$ cat config.mk
export PLATFORM = sky130hd
export DESIGN_NAME = periodic_task_release_with_precedence
export DESIGN_NICKNAME = d
export VERILOG_FILES = /design/src/sv/ptrel_pkg.sv /design/src/sv/periodic_task_release_with_precedence.sv /design/src/sv/ptrel_mod_unit.sv
export SDC_FILE = /design/constraint.sdc
export NUM_CORES = 1
export LEC_CHECK = 0
export ABC_AREA = 1
export CORE_MARGIN = 5
export CORE_UTILIZATION = 60
export CTS_BUF_LIST = sky130_fd_sc_hd__clkbuf_4 sky130_fd_sc_hd__clkbuf_8 sky130_fd_sc_hd__clkbuf_16
export DETAILED_ROUTE_END_ITERATION = 6
export DONT_BUFFER_PORTS = 1
export PLACE_DENSITY = 0.76
export SLEW_MARGIN = 15
export SYNTH_ARGS = -nofsm -noshare
export SYNTH_HDL_FRONTEND = slang
export SYNTH_SLANG_ARGS = --single-unit
$ cat constraint.sdc
create_clock -name clk -period 8.7 [get_ports clk]
set_clock_uncertainty 0.2 [all_clocks]
set_input_delay 0.435 -clock clk [delete_from_list [all_inputs] [get_ports clk]]
set_output_delay 0.435 -clock clk [all_outputs]
set_load 0.01 [all_outputs]
$ cat src/sv/ptrel_pkg.sv
// shared constants, types and codes for the periodic task release engine
// no dependencies; imported by ptrel_mod_unit, periodic_task_release_with_precedence, release_checker and tb
package ptrel_pkg;

    localparam int TASK_COUNT      = 6;
    localparam int PERIOD_BITS     = 8;
    localparam int ACTIVATION_BITS = 16;

    localparam int TICK_BITS    = 32;
    localparam int PRED_BITS    = 3;
    localparam int ACTIVE_BITS  = 3;
    localparam int IDX_W        = $clog2(TASK_COUNT);
    localparam int CNT_W        = $clog2(TASK_COUNT + 1);
    localparam int TABLE_W      = TASK_COUNT * PERIOD_BITS;
    localparam int PRED_TABLE_W = TASK_COUNT * PRED_BITS;
    localparam int CFG_DATA_W   = (TABLE_W > PRED_TABLE_W) ? TABLE_W : PRED_TABLE_W;
    localparam int CFG_INDEX_W  = 2;

    localparam logic [PRED_BITS-1:0] NO_PRED = '1;

    localparam logic [CFG_INDEX_W-1:0] REG_PERIOD = 2'd0;
    localparam logic [CFG_INDEX_W-1:0] REG_PHASE  = 2'd1;
    localparam logic [CFG_INDEX_W-1:0] REG_PRED   = 2'd2;
    localparam logic [CFG_INDEX_W-1:0] REG_ACTIVE = 2'd3;

    localparam logic OP_TICK = 1'b0;
    localparam logic OP_DONE = 1'b1;

    // remainder unit: bits retired per cycle
    localparam int MOD_STEP   = 4;
    localparam int MOD_CYCLES = TICK_BITS / MOD_STEP;
    localparam int MOD_CNT_W  = (MOD_CYCLES > 1) ? $clog2(MOD_CYCLES) : 1;

    typedef enum logic [1:0] {
        ST_IDLE  = 2'd0,
        ST_WAIT  = 2'd1,
        ST_READY = 2'd2
    } task_status_t;

    typedef struct packed {
        logic                   done;
        logic [PERIOD_BITS-1:0] remainder;
    } mod_rsp_t;

endpackage

$ cat src/sv/periodic_task_release_with_precedence.sv
// Top level of the periodic task release engine with one-level precedence.
// A tick word runs each of the n active tasks (n the clamped active count) through the shared
// remainder unit, then makes n precedence passes, each pass visiting the n tasks in turn.
// busy stays high until the result is shown; done pulses once.
// Asynchronous active-low reset clears tables, tick counter, status, done marks and counts.
// Depends on ptrel_pkg and ptrel_mod_unit.
module periodic_task_release_with_precedence
    import ptrel_pkg::*;
(
    input  logic                       clk,
    input  logic                       rst_n,
    input  logic                       cfg_valid,
    output logic                       cfg_ready,
    input  logic [CFG_INDEX_W-1:0]     cfg_index,
    input  logic [CFG_DATA_W-1:0]      cfg_data,
    input  logic                       start,
    output logic                       busy,
    input  logic                       opcode,
    input  logic [2:0]                 task_index,
    output logic                       done,
    output logic [TASK_COUNT-1:0]      ready_mask,
    output logic [TASK_COUNT-1:0]      waiting_mask,
    output logic [TASK_COUNT-1:0]      released_mask,
    output logic [TICK_BITS-1:0]       tick_count,
    output logic [ACTIVATION_BITS-1:0] activation_total
);

    typedef enum logic [2:0] {
        S_IDLE,
        S_MOD,
        S_PASS,
        S_FINISH
    } state_t;

    state_t state_reg, state_next;

    logic [TASK_COUNT-1:0][PERIOD_BITS-1:0] period_reg;
    logic [TASK_COUNT-1:0][PERIOD_BITS-1:0] phase_reg;
    logic [TASK_COUNT-1:0][PRED_BITS-1:0]   pred_reg;
    logic [ACTIVE_BITS-1:0]                 active_reg;

    logic [TICK_BITS-1:0]       tick_reg, tick_next;
    task_status_t               status_reg [TASK_COUNT];
    task_status_t               status_next [TASK_COUNT];
    logic [TASK_COUNT-1:0]      mark_reg, mark_next;
    logic [ACTIVATION_BITS-1:0] count_reg [TASK_COUNT];
    logic [ACTIVATION_BITS-1:0] count_next [TASK_COUNT];

    logic [TASK_COUNT-1:0]      rel_reg, rel_next;
    logic [TASK_COUNT-1:0]      relmask_reg, relmask_next;
    logic [IDX_W-1:0]           idx_reg, idx_next;
    logic [IDX_W-1:0]           pass_reg, pass_next;
    logic                       mod_start_reg, mod_start_next;

    logic                       done_reg, done_next;
    logic [TASK_COUNT-1:0]      ready_reg, ready_next;
    logic [TASK_COUNT-1:0]      wait_reg, wait_next;
    logic [TASK_COUNT-1:0]      released_reg, released_next;
    logic [ACTIVATION_BITS-1:0] act_reg, act_next;

    logic [CNT_W-1:0]           n_clamp;
    logic                       idx_last;
    logic                       pass_last;
    logic [PRED_BITS-1:0]       pred_cur;
    logic [IDX_W-1:0]           pred_idx;
    logic                       has_pred;
    logic [IDX_W-1:0]           cidx;
    mod_rsp_t                   mod_rsp;

    assign n_clamp   = (int'(active_reg) > TASK_COUNT) ? CNT_W'(TASK_COUNT) : CNT_W'(active_reg);
    assign idx_last  = (CNT_W'(idx_reg) == n_clamp - CNT_W'(1));
    assign pass_last = (CNT_W'(pass_reg) == n_clamp - CNT_W'(1));
    assign pred_cur  = pred_reg[idx_reg];
    assign pred_idx  = pred_cur[IDX_W-1:0];
    assign has_pred  = (pred_cur != NO_PRED) && (int'(pred_cur) < int'(n_clamp));
    assign cidx      = task_index[IDX_W-1:0];

    ptrel_mod_unit u_mod
    (
        .clk      (clk),
        .rst_n    (rst_n),
        .start    (mod_start_reg),
        .dividend (tick_reg),
        .divisor  (period_reg[idx_reg]),
        .rsp      (mod_rsp)
    );

    always_comb
    begin
        state_next     = state_reg;
        tick_next      = tick_reg;
        status_next    = status_reg;
        mark_next      = mark_reg;
        count_next     = count_reg;
        rel_next       = rel_reg;
        relmask_next   = relmask_reg;
        idx_next       = idx_reg;
        pass_next      = pass_reg;
        mod_start_next = 1'b0;
        done_next      = 1'b0;
        ready_next     = ready_reg;
        wait_next      = wait_reg;
        released_next  = released_reg;
        act_next       = act_reg;

        case (state_reg)
            S_IDLE:
            begin
                if (start)
                begin
                    relmask_next = '0;
                    act_next     = '0;
                    if (opcode == OP_TICK)
                    begin
                        tick_next = tick_reg + TICK_BITS'(1);
                        rel_next  = '0;
                        idx_next  = '0;
                        pass_next = '0;
                        if (n_clamp == '0)
                        begin
                            state_next = S_FINISH;
                        end
                        else
                        begin
                            mod_start_next = 1'b1;
                            state_next     = S_MOD;
                        end
                    end
                    else
                    begin
                        if (int'(task_index) < TASK_COUNT)
                        begin
                            status_next[cidx] = ST_IDLE;
                            mark_next[cidx]   = 1'b1;
                            if (count_reg[cidx] != '1)
                            begin
                                count_next[cidx] = count_reg[cidx] + ACTIVATION_BITS'(1);
                            end
                            act_next = count_next[cidx];
                        end
                        state_next = S_FINISH;
                    end
                end
            end

            S_MOD:
            begin
                if (mod_rsp.done)
                begin
                    if ((period_reg[idx_reg] != '0) && (mod_rsp.remainder == phase_reg[idx_reg]))
                    begin
                        rel_next[idx_reg]  = 1'b1;
                        mark_next[idx_reg] = 1'b0;
                        if (pred_cur == NO_PRED)
                        begin
                            status_next[idx_reg]  = ST_READY;
                            relmask_next[idx_reg] = 1'b1;
                        end
                    end
                    if (idx_last)
                    begin
                        idx_next   = '0;
                        state_next = S_PASS;
                    end
                    else
                    begin
                        idx_next       = idx_reg + IDX_W'(1);
                        mod_start_next = 1'b1;
                    end
                end
            end

            S_PASS:
            begin
                if (rel_reg[idx_reg] && (pred_cur != NO_PRED))
                begin
                    if (has_pred)
                    begin
                        if ((status_reg[pred_idx] == ST_READY) || (status_reg[pred_idx] == ST_WAIT))
                        begin
                            status_next[idx_reg] = ST_WAIT;
                        end
                        else if (mark_reg[pred_idx])
                        begin
                            status_next[idx_reg]  = ST_READY;
                            relmask_next[idx_reg] = 1'b1;
                        end
                        else
                        begin
                            status_next[idx_reg] = ST_WAIT;
                        end
                    end
                end
                else if ((status_reg[idx_reg] == ST_WAIT) && has_pred && mark_reg[pred_idx])
                begin
                    status_next[idx_reg]  = ST_READY;
                    relmask_next[idx_reg] = 1'b1;
                end

                if (idx_last)
                begin
                    idx_next = '0;
                    if (pass_last)
                    begin
                        state_next = S_FINISH;
                    end
                    else
                    begin
                        pass_next = pass_reg + IDX_W'(1);
                    end
                end
                else
                begin
                    idx_next = idx_reg + IDX_W'(1);
                end
            end

            S_FINISH:
            begin
                for (int i = 0; i < TASK_COUNT; i++)
                begin
                    ready_next[i] = (status_reg[i] == ST_READY);
                    wait_next[i]  = (status_reg[i] == ST_WAIT);
                end
                released_next = relmask_reg & ready_next;
                done_next     = 1'b1;
                state_next    = S_IDLE;
            end

            default:
            begin
                state_next = S_IDLE;
            end
        endcase
    end

    always_ff @(posedge clk or negedge rst_n)
    begin
        if (!rst_n)
        begin
            state_reg     <= S_IDLE;
            period_reg    <= '0;
            phase_reg     <= '0;
            pred_reg      <= '1;
            active_reg    <= '0;
            tick_reg      <= '0;
            mark_reg      <= '0;
            rel_reg       <= '0;
            relmask_reg   <= '0;
            idx_reg       <= '0;
            pass_reg      <= '0;
            mod_start_reg <= 1'b0;
            done_reg      <= 1'b0;
            for (int i = 0; i < TASK_COUNT; i++)
            begin
                status_reg[i] <= ST_IDLE;
                count_reg[i]  <= '0;
            end
        end
        else
        begin
            state_reg     <= state_next;
            tick_reg      <= tick_next;
            status_reg    <= status_next;
            mark_reg      <= mark_next;
            count_reg     <= count_next;
            rel_reg       <= rel_next;
            relmask_reg   <= relmask_next;
            idx_reg       <= idx_next;
            pass_reg      <= pass_next;
            mod_start_reg <= mod_start_next;
            done_reg      <= done_next;
            if (cfg_valid && cfg_ready)
            begin
                case (cfg_index)
                    REG_PERIOD: period_reg <= cfg_data[TABLE_W-1:0];
                    REG_PHASE:  phase_reg  <= cfg_data[TABLE_W-1:0];
                    REG_PRED:   pred_reg   <= cfg_data[PRED_TABLE_W-1:0];
                    REG_ACTIVE: active_reg <= cfg_data[ACTIVE_BITS-1:0];
                    default:    active_reg <= active_reg;
                endcase
            end
        end
    end

    // result word registers
    always_ff @(posedge clk)
    begin
        ready_reg    <= ready_next;
        wait_reg     <= wait_next;
        released_reg <= released_next;
        act_reg      <= act_next;
    end

    assign cfg_ready        = 1'b1;
    assign busy             = (state_reg != S_IDLE);
    assign done             = done_reg;
    assign ready_mask       = ready_reg;
    assign waiting_mask     = wait_reg;
    assign released_mask    = released_reg;
    assign tick_count       = tick_reg;
    assign activation_total = act_reg;

endmodule

$ cat src/sv/ptrel_mod_unit.sv
// iterative remainder unit: tick counter modulo a task period, several bits per cycle
// depends on ptrel_pkg
module ptrel_mod_unit
    import ptrel_pkg::*;
(
    input  logic                   clk,
    input  logic                   rst_n,
    input  logic                   start,
    input  logic [TICK_BITS-1:0]   dividend,
    input  logic [PERIOD_BITS-1:0] divisor,
    output mod_rsp_t               rsp
);

    logic                   run_reg;
    logic                   done_reg;
    logic [MOD_CNT_W-1:0]   cnt_reg;
    logic [TICK_BITS-1:0]   dvd_reg;
    logic [PERIOD_BITS-1:0] div_reg;
    logic [PERIOD_BITS:0]   rem_reg;

    logic [TICK_BITS-1:0]   dvd_next;
    logic [PERIOD_BITS:0]   rem_next;

    always_comb
    begin
        dvd_next = dvd_reg;
        rem_next = rem_reg;
        for (int k = 0; k < MOD_STEP; k++)
        begin
            rem_next = {rem_next[PERIOD_BITS-1:0], dvd_next[TICK_BITS-1]};
            dvd_next = {dvd_next[TICK_BITS-2:0], 1'b0};
            if (rem_next >= {1'b0, div_reg})
            begin
                rem_next = rem_next - {1'b0, div_reg};
            end
        end
    end

    always_ff @(posedge clk or negedge rst_n)
    begin
        if (!rst_n)
        begin
            run_reg  <= 1'b0;
            done_reg <= 1'b0;
            cnt_reg  <= '0;
        end
        else
        begin
            done_reg <= 1'b0;
            if (start)
            begin
                run_reg <= 1'b1;
                cnt_reg <= '0;
                dvd_reg <= dividend;
                div_reg <= divisor;
                rem_reg <= '0;
            end
            else if (run_reg)
            begin
                dvd_reg <= dvd_next;
                rem_reg <= rem_next;
                cnt_reg <= cnt_reg + MOD_CNT_W'(1);
                if (cnt_reg == MOD_CNT_W'(MOD_CYCLES - 1))
                begin
                    run_reg  <= 1'b0;
                    done_reg <= 1'b1;
                end
            end
        end
    end

    assign rsp.done      = done_reg;
    assign rsp.remainder = rem_reg[PERIOD_BITS-1:0];

endmodule

# After elaboration in Yosys (flattened, before gate mapping)
# Cells that the tools add are included.
# op_classes
add_sub_neg	10
n_lt_le_gt_ge	17
eq_ne	43
muxes	110
bitwise	18
reduce_logical	36
# op_table
op	count
$mux W96	5
$mux W12	11
$mux W6	18
$bmux W16 S3	2
$bwmux W96	1
$mux W16	5
$mux W32	2
$bmux W8 S3	2
$demux W16 S3	1
$mux W3	16
$mux W8	5
$ge A9 B8 Y1	4
$pmux W12 S3	1
$add A32 B1 Y32 const B	1
$or A6 B6 Y6	5
$and A6 B6 Y6	4
$pmux W6 S2	2
$sub A8 B8 Y8	3
$ne A2 B2 Y1 const B	10
$eq A2 B1 Y1 const B	9
$eq A2 B2 Y1 const B	9
$mux W9	2
$not A6 Y6	3
$pmux W3 S3	2
46 further kinds	111
# word_totals
regBits	374
inputBits	58
output_inout_bits	69
wordCells	284

# Longest topological paths before layout
# depth
depth_word	14
ltp_mapped	48
ltp_nobuf	46

# Cells and area by module
# A second synthesis with hierarchy kept.
# hier_totals
hier_cells	3071
area_unflattened_um2	22387.7
# by_module_without_submodules
module	n_inst	cells_per_inst	area_each_um2	seq_area_each_um2
periodic_task_release_with_precedence	1	2539	18231.2	8175.3
ptrel_mod_unit	1	532	4156.5	1566.5

# Worst setup path after synthesis
# No wires, ideal clock.
# synth_path
path_kind	reg-to-reg
from	register u_mod.div_reg[1]
to	register u_mod.rem_reg[0] (data pin)
setup_ns	0.254
t_arrival_ns	6.554
required_ns	8.246
path_slack_ns	1.692
stages_incl_launch_ff	45
n_path_buf	3
synth_period_minus_slack_ns	7.008
path_cell_list	edfxtp_1 inv_1 ha_1 nand3_1 nand2_1 a21o_1 nand2_1 nand2_1 clkbuf_1 o21ai_0 ha_1 a21o_1 a21oi_1 nand2_1 nand2_1 nand2_1 inv_1 nand3_1 [... 9 more ...] nand2_1 nand2_1 nand2_1 inv_1 ha_1 a21oi_1 nand2_1 nand2_1 nand2_1 a21oi_1 o21bai_1 a21o_1 a21boi_0 and2_1 buf_1 nand3_1 nand3_1 nand2_1
# synth_between
elab_chain_cells	9
word_cells_on_any_way	12
cone_classes	3 x add/sub; 4 x order compare; 5 x mux
# synth_rtl
element	line_no	text
from (decl)	ptrel_mod_unit.sv:18	logic [PERIOD_BITS-1:0] div_reg;
from (signal assigned)	ptrel_mod_unit.sv:55	div_reg <= divisor;
$sub A8 B8 Y8 / $ge A9 B8 Y1 (equally long branches)	ptrel_mod_unit.sv:34, ptrel_mod_unit.sv:32	
$mux W8	ptrel_mod_unit.sv:32	if (rem_next >= {1'b0, div_reg})
$sub A8 B8 Y8 / $ge A9 B8 Y1 (equally long branches)	ptrel_mod_unit.sv:34, ptrel_mod_unit.sv:32	
$mux W8	ptrel_mod_unit.sv:32	
$sub A8 B8 Y8 / $ge A9 B8 Y1 (equally long branches)	ptrel_mod_unit.sv:34, ptrel_mod_unit.sv:32	
$mux W8	ptrel_mod_unit.sv:32	
$ge A9 B8 Y1 *	ptrel_mod_unit.sv:32	
$mux W9 *	ptrel_mod_unit.sv:32	
$mux W9 *	ptrel_mod_unit.sv:58	else if (run_reg)
to (signal assigned)	ptrel_mod_unit.sv:61	rem_reg <= rem_next;
to (decl)	ptrel_mod_unit.sv:19	logic [PERIOD_BITS:0] rem_reg;
# Every way passes the cells marked *; elsewhere a longest branch is shown, timed or not.
# A chain may end at the register's enable or synchronous reset.

# Worst setup path after layout
# layout_path
from	register u_mod.div_reg[1]
to	register u_mod.rem_reg[3] (data pin)
# layout_between
elab_chain_cells	9
word_cells_on_any_way	13
cone_classes	4 x add/sub; 4 x order compare; 5 x mux
# layout_rtl
element	line_no
$sub A8 B8 Y8 / $ge A9 B8 Y1 (equally long branches)	ptrel_mod_unit.sv:34, ptrel_mod_unit.sv:32
$mux W8	ptrel_mod_unit.sv:32
$sub A8 B8 Y8 / $ge A9 B8 Y1 (equally long branches)	ptrel_mod_unit.sv:34, ptrel_mod_unit.sv:32
$mux W8	ptrel_mod_unit.sv:32
$ge A9 B8 Y1 / $sub A8 B8 Y8 (equally long branches)	ptrel_mod_unit.sv:32, ptrel_mod_unit.sv:34
$mux W8	ptrel_mod_unit.sv:32
$sub A9 B8 Y9 / $ge A9 B8 Y1 (equally long branches)	ptrel_mod_unit.sv:34, ptrel_mod_unit.sv:32
$mux W9 *	ptrel_mod_unit.sv:32
$mux W9 *	ptrel_mod_unit.sv:58
# Marked as above.

==> flow_results.xml <==
<?xml version="1.0" encoding="UTF-8"?>
<metrics>
  <group name="status">
    <metric name="result_of_the_run" unit="">completed</metric>
  </group>
  <group name="route">
    <metric name="routed_wl" unit="µm">64300</metric>
    <metric name="met2WireLength" unit="µm">29500</metric>
    <metric name="maxUsedRoutingLayer" unit="">met4</metric>
    <metric name="drt_pass1_iterations" unit="">6</metric>
    <metric name="detailroute.via_count" unit="">20700</metric>
    <metric name="first_iter_violations" unit="">2078</metric>
    <metric name="detail_routed_net_length_per_standard_cell" unit="µm">18.3</metric>
    <metric name="route.detailed.drc" unit="">0</metric>
    <metric name="final_antenna_net_count" unit="">0</metric>
    <metric name="met1Wirelength" unit="µm">26800</metric>
    <metric name="viasPerCell" unit="">5.90</metric>
    <metric name="met3_length" unit="µm">5660</metric>
  </group>
  <group name="clocking">
    <metric name="clock-root-buffer" unit="">clkbuf_16</metric>
    <metric name="cts_max_path_buffers" unit="">3</metric>
    <metric name="cts-buffers-inserted" unit="">42</metric>
    <metric name="clk_pin_slew" unit="ps">60</metric>
    <metric name="tritoncts_num_sinks" unit="">372</metric>
    <metric name="cts_max_level" unit="">2</metric>
    <metric name="cts_tree" unit="">built</metric>
    <metric name="clkLatencyLatePin" unit="ps">580</metric>
  </group>
  <group name="yosys">
    <metric name="area_share_of_the_largest_cell_type_after_synthesis" unit="%">30.9</metric>
    <metric name="synth.mux.area_fraction" unit="%">0.0512</metric>
    <metric name="post_synth_xor_area_fraction" unit="%">2.55</metric>
    <metric name="syn-cell-area" unit="mm²">0.0220</metric>
    <metric name="synth.net_count" unit="">3133</metric>
    <metric name="synthCells" unit="">3027</metric>
    <metric name="synth_simple_gate_area_share" unit="%">30.9</metric>
    <metric name="register_bit_total_from_synthesis" unit="">372</metric>
    <metric name="synth_edf_count" unit="">82</metric>
    <metric name="complex_gate_fraction_of_the_synthesized_area" unit="%">10.8</metric>
    <metric name="yosys.area_share.adder" unit="%">2.87</metric>
    <metric name="synth_largest_area_cell" unit="">dfrtp_1</metric>
    <metric name="synth.distinct_cells" unit="">56</metric>
    <metric name="synthesis.area_per_instance" unit="µm²">7.27</metric>
    <metric name="yosys-top-cells-area" unit="">dfrtp_1 31%, nand2_1 17%, edfxtp_1 11%</metric>
    <metric name="ys_async_sr_fraction" unit="%">78.0</metric>
    <metric name="proportion_of_synthesized_chip_area_in_sequential_cells" unit="%">44.3</metric>
    <metric name="synth_top_family_by_area" unit="">simple AND/OR/NAND/NOR gates</metric>
    <metric name="synth-warning-count" unit="">0</metric>
    <metric name="postSynth.topFlopCell" unit="">dfrtp_1</metric>
  </group>
  <group name="die">
    <metric name="std_cell_rows" unit="">70</metric>
    <metric name="floorplan.die.width" unit="µm">201</metric>
    <metric name="die_height" unit="µm">201</metric>
    <metric name="fp.dieArea" unit="mm²">0.0406</metric>
    <metric name="io_pins" unit="">127</metric>
    <metric name="coreArea" unit="mm²">0.0364</metric>
    <metric name="starting_utilization_of_the_core_area" unit="%">60.4</metric>
  </group>
  <group name="timing">
    <metric name="timing_worst_slew_pin_value" unit="ps">1120</metric>
    <metric name="number_of_failing_setup_endpoints_in_the_final_timing_report" unit="">0</metric>
    <metric name="final_cycle_share" unit="%">90.5</metric>
    <metric name="finalSetupTns" unit="ps">0</metric>
    <metric name="finalHoldViolations" unit="">0</metric>
    <metric name="tightest_hold_margin" unit="ps">123</metric>
    <metric name="rsz0062_at_grt" unit="">no</metric>
    <metric name="report.final.slew_viol_count" unit="">0</metric>
    <metric name="worst_slew_margin" unit="%">25.3</metric>
    <metric name="max_freq" unit="GHz">0.127</metric>
    <metric name="minimum_clock_period_after_layout" unit="ps">7870</metric>
  </group>
  <group name="worst_hold_path">
    <metric name="hold_path.class" unit="">input port to flip-flop</metric>
    <metric name="timing.hold.worst.start" unit="">task_index[2]</metric>
    <metric name="worstHoldEndpoint" unit="">count_reg[12]</metric>
    <metric name="worstHoldPathCells" unit="">4</metric>
  </group>
  <group name="worst_setup_path">
    <metric name="r2r_setup_slack" unit="ps">830</metric>
    <metric name="worst_r2r_endpoint" unit="">u_mod.rem_reg[3]</metric>
    <metric name="critical_path.most_common_cell" unit="">nand2_1</metric>
    <metric name="delay_of_the_slowest_critical_path_stage" unit="ps">460</metric>
    <metric name="setup_crit_end_kind" unit="">flip-flop</metric>
    <metric name="type_of_the_worst_setup_path" unit="">flip-flop to flip-flop</metric>
    <metric name="worst_ep_arrival_time" unit="ps">7990</metric>
    <metric name="cpMaxStageDelayCell" unit="">edfxtp_1</metric>
    <metric name="number_of_cells_on_the_worst_reg_to_reg_path" unit="">41</metric>
    <metric name="critical_path.startpoint_type" unit="">flip-flop</metric>
    <metric name="worstPathMaxFanout" unit="">15</metric>
    <metric name="critical_path_required" unit="ps">8820</metric>
    <metric name="r2r-start" unit="">u_mod.div_reg[1]</metric>
  </group>
  <group name="power_and_ir_drop">
    <metric name="power.static_leakage" unit="nW">12.1</metric>
    <metric name="powerDensity" unit="mW/mm²">443</metric>
    <metric name="peakVddDrop" unit="mV">0.638</metric>
  </group>
  <group name="grt">
    <metric name="grt_first_pass_wirelength" unit="µm">102000</metric>
    <metric name="maximum_number_of_pins_on_one_net_before_global_route_repair" unit="">299</metric>
    <metric name="globalRouteOverflowTotal" unit="">0</metric>
    <metric name="first_global_vias" unit="">19500</metric>
    <metric name="globalRouteTotalUtil" unit="%">30.8</metric>
    <metric name="antenna_violations_before_repair" unit="">1</metric>
  </group>
  <group name="layout">
    <metric name="area_added_between_synthesis_and_finish" unit="%">9.76</metric>
    <metric name="fillCellCount" unit="">3092</metric>
    <metric name="finish.net_count" unit="">3112</metric>
    <metric name="largest_register_ffs" unit="">96</metric>
    <metric name="seq_area" unit="mm²">0.00974</metric>
    <metric name="finish.instance_area" unit="mm²">0.0241</metric>
    <metric name="drive_above_1_share" unit="%">5.43</metric>
    <metric name="multiInputGateArea" unit="mm²">0.0104</metric>
  </group>
  <group name="flow_run">
    <metric name="max_cap_violations" unit="">0</metric>
  </group>
  <group name="place">
    <metric name="gp_congestion" unit="">0.897</metric>
    <metric name="numPortBuffers" unit="">0</metric>
    <metric name="place_hpwl" unit="µm">42100</metric>
    <metric name="dpl_cell_area" unit="mm²">0.0221</metric>
  </group>
</metrics>
-- cells in the mapped netlist (18+ instances only) --
cell type and count:
a21oi_1 70, a31oi_1 42, buf_1 27, buf_2 43
clkbuf_1 61, dfrtp_1 272, dfstp_2 18, edfxtp_1 82
ha_1 44, inv_1 327, nand2_1 980, nand3_1 317
nand4_1 43, nor2_1 207, nor3_1 31, o21ai_0 271
or2_2 18, xor2_1 47
-- timing repair --
| action | in CTS | in global routing |
|---|---|---|
| hold buffers | 54 | 0 |
| hold endpoints to repair | 416 | 0 |
| setup buffers | 0 | 0 |
| setup endpoints to repair | 0 | 8 |
| gates resized for setup | 0 | 7 |
-- critical path, delay by kind of cell (launching register included) --
| kind | cells | cell delay [ps] |
|---|---|---|
| AO/OA/AOI/OAI | 12 | 2440 |
| adder cells (fa/ha/maj) | 4 | 1400 |
| buffers and inverters | 4 | 510 |
| flip-flops | 1 | 460 |
| AND/OR/NAND/NOR | 21 | 2600 |
-- cell usage in the layout (no fill, tap or decap), types with 9 or more instances in the layout --
cell             n
nor2_1         205
nor3_1          31
xor2_1          47
o21ai_0        267
o21ai_1         16
clkbuf_16       43
nand4_1         43
a21oi_1         70
ha_1            44
edfxtp_1        82
a31oi_1         42
nand2_1        978
clkinv_2         9
xnor2_1         17
nand3_1        315
inv_2            9
inv_1          327
dfstp_2         18
clkbuf_4        12
dlygate4sd3_1   53
buf_4           16
or2_2           18
dfrtp_1        272
-- final cells by class --
| class | count | share of cell area, % |
|---|---|---|
| diodes | 1 | 0.0104 |
| clock buffers | 60 | 5.11 |
| clock inverters | 18 | 0.606 |
| inverters | 340 | 5.31 |
| multi-input cells | 2177 | 43.1 |
| flip-flops and latches | 372 | 40.3 |
| well taps | 468 | 2.42 |
| repair buffers | 73 | 3.08 |
-- metal layers --
metal / up-vias / track usage [%]
li1: 9794 / -
met1: 9746 / 43.1
met2: 989 / 48.8
met3: 170 / 5.53
met4: 0 / 10.5
met5: - / 0
-- metrics by stage --
| stage | power [mW] | std cells | util (%) | setup WS (ps) |
|---|---|---|---|---|
| 2_1_floorplan | 7.37 | 3027 | - | 1690 |
| 3_3_place_gp | 8.66 | 3374 | 60.8 | 569 |
| 3_5_place_dp | 8.78 | 3374 | 60.8 | 316 |
| 4_1_cts | 10.6 | 3506 | 66.1 | 288 |
| 5_1_grt | 11.6 | 3509 | 66.3 | 114 |
| 6_report | 10.7 | 3509 | 66.3 | 830 |
-- how the worst max path moves through the flow --
stage | slack, ps | endpoint | from | cells after the start
2_1_floorplan | 1690 | u_mod.rem_reg[0] | u_mod.div_reg[1] | 44
5_1_grt | 110 | u_mod.rem_reg[0] | u_mod.div_reg[1] | 43
6_report | 830 | u_mod.rem_reg[3] | u_mod.div_reg[1] | 41
3_5_place_dp | 320 | u_mod.rem_reg[4] | u_mod.div_reg[1] | 41
3_3_place_gp | 570 | u_mod.rem_reg[5] | u_mod.div_reg[1] | 42
4_1_cts | 290 | u_mod.rem_reg[4] | u_mod.div_reg[1] | 41
-- power breakdown --
group | switching, mW | leakage, nW | internal, mW
clock | 0.754 | 0.684 | 1.00
combinational | 4.00 | 7.06 | 2.14
sequential | 0.378 | 4.33 | 2.43
total | 5.13 | 12.1 | 5.57
-- kinds of logic after synthesis --
logic type	Yosys count
AND/OR/NAND/NOR	1624
buffers and inverters	478
AO/OA/AOI/OAI	439
flip-flops	372
XOR/XNOR	64
adder cells (fa/ha/maj)	48
other	1
multiplexers	1
Power figures use the tool's default switching activity.
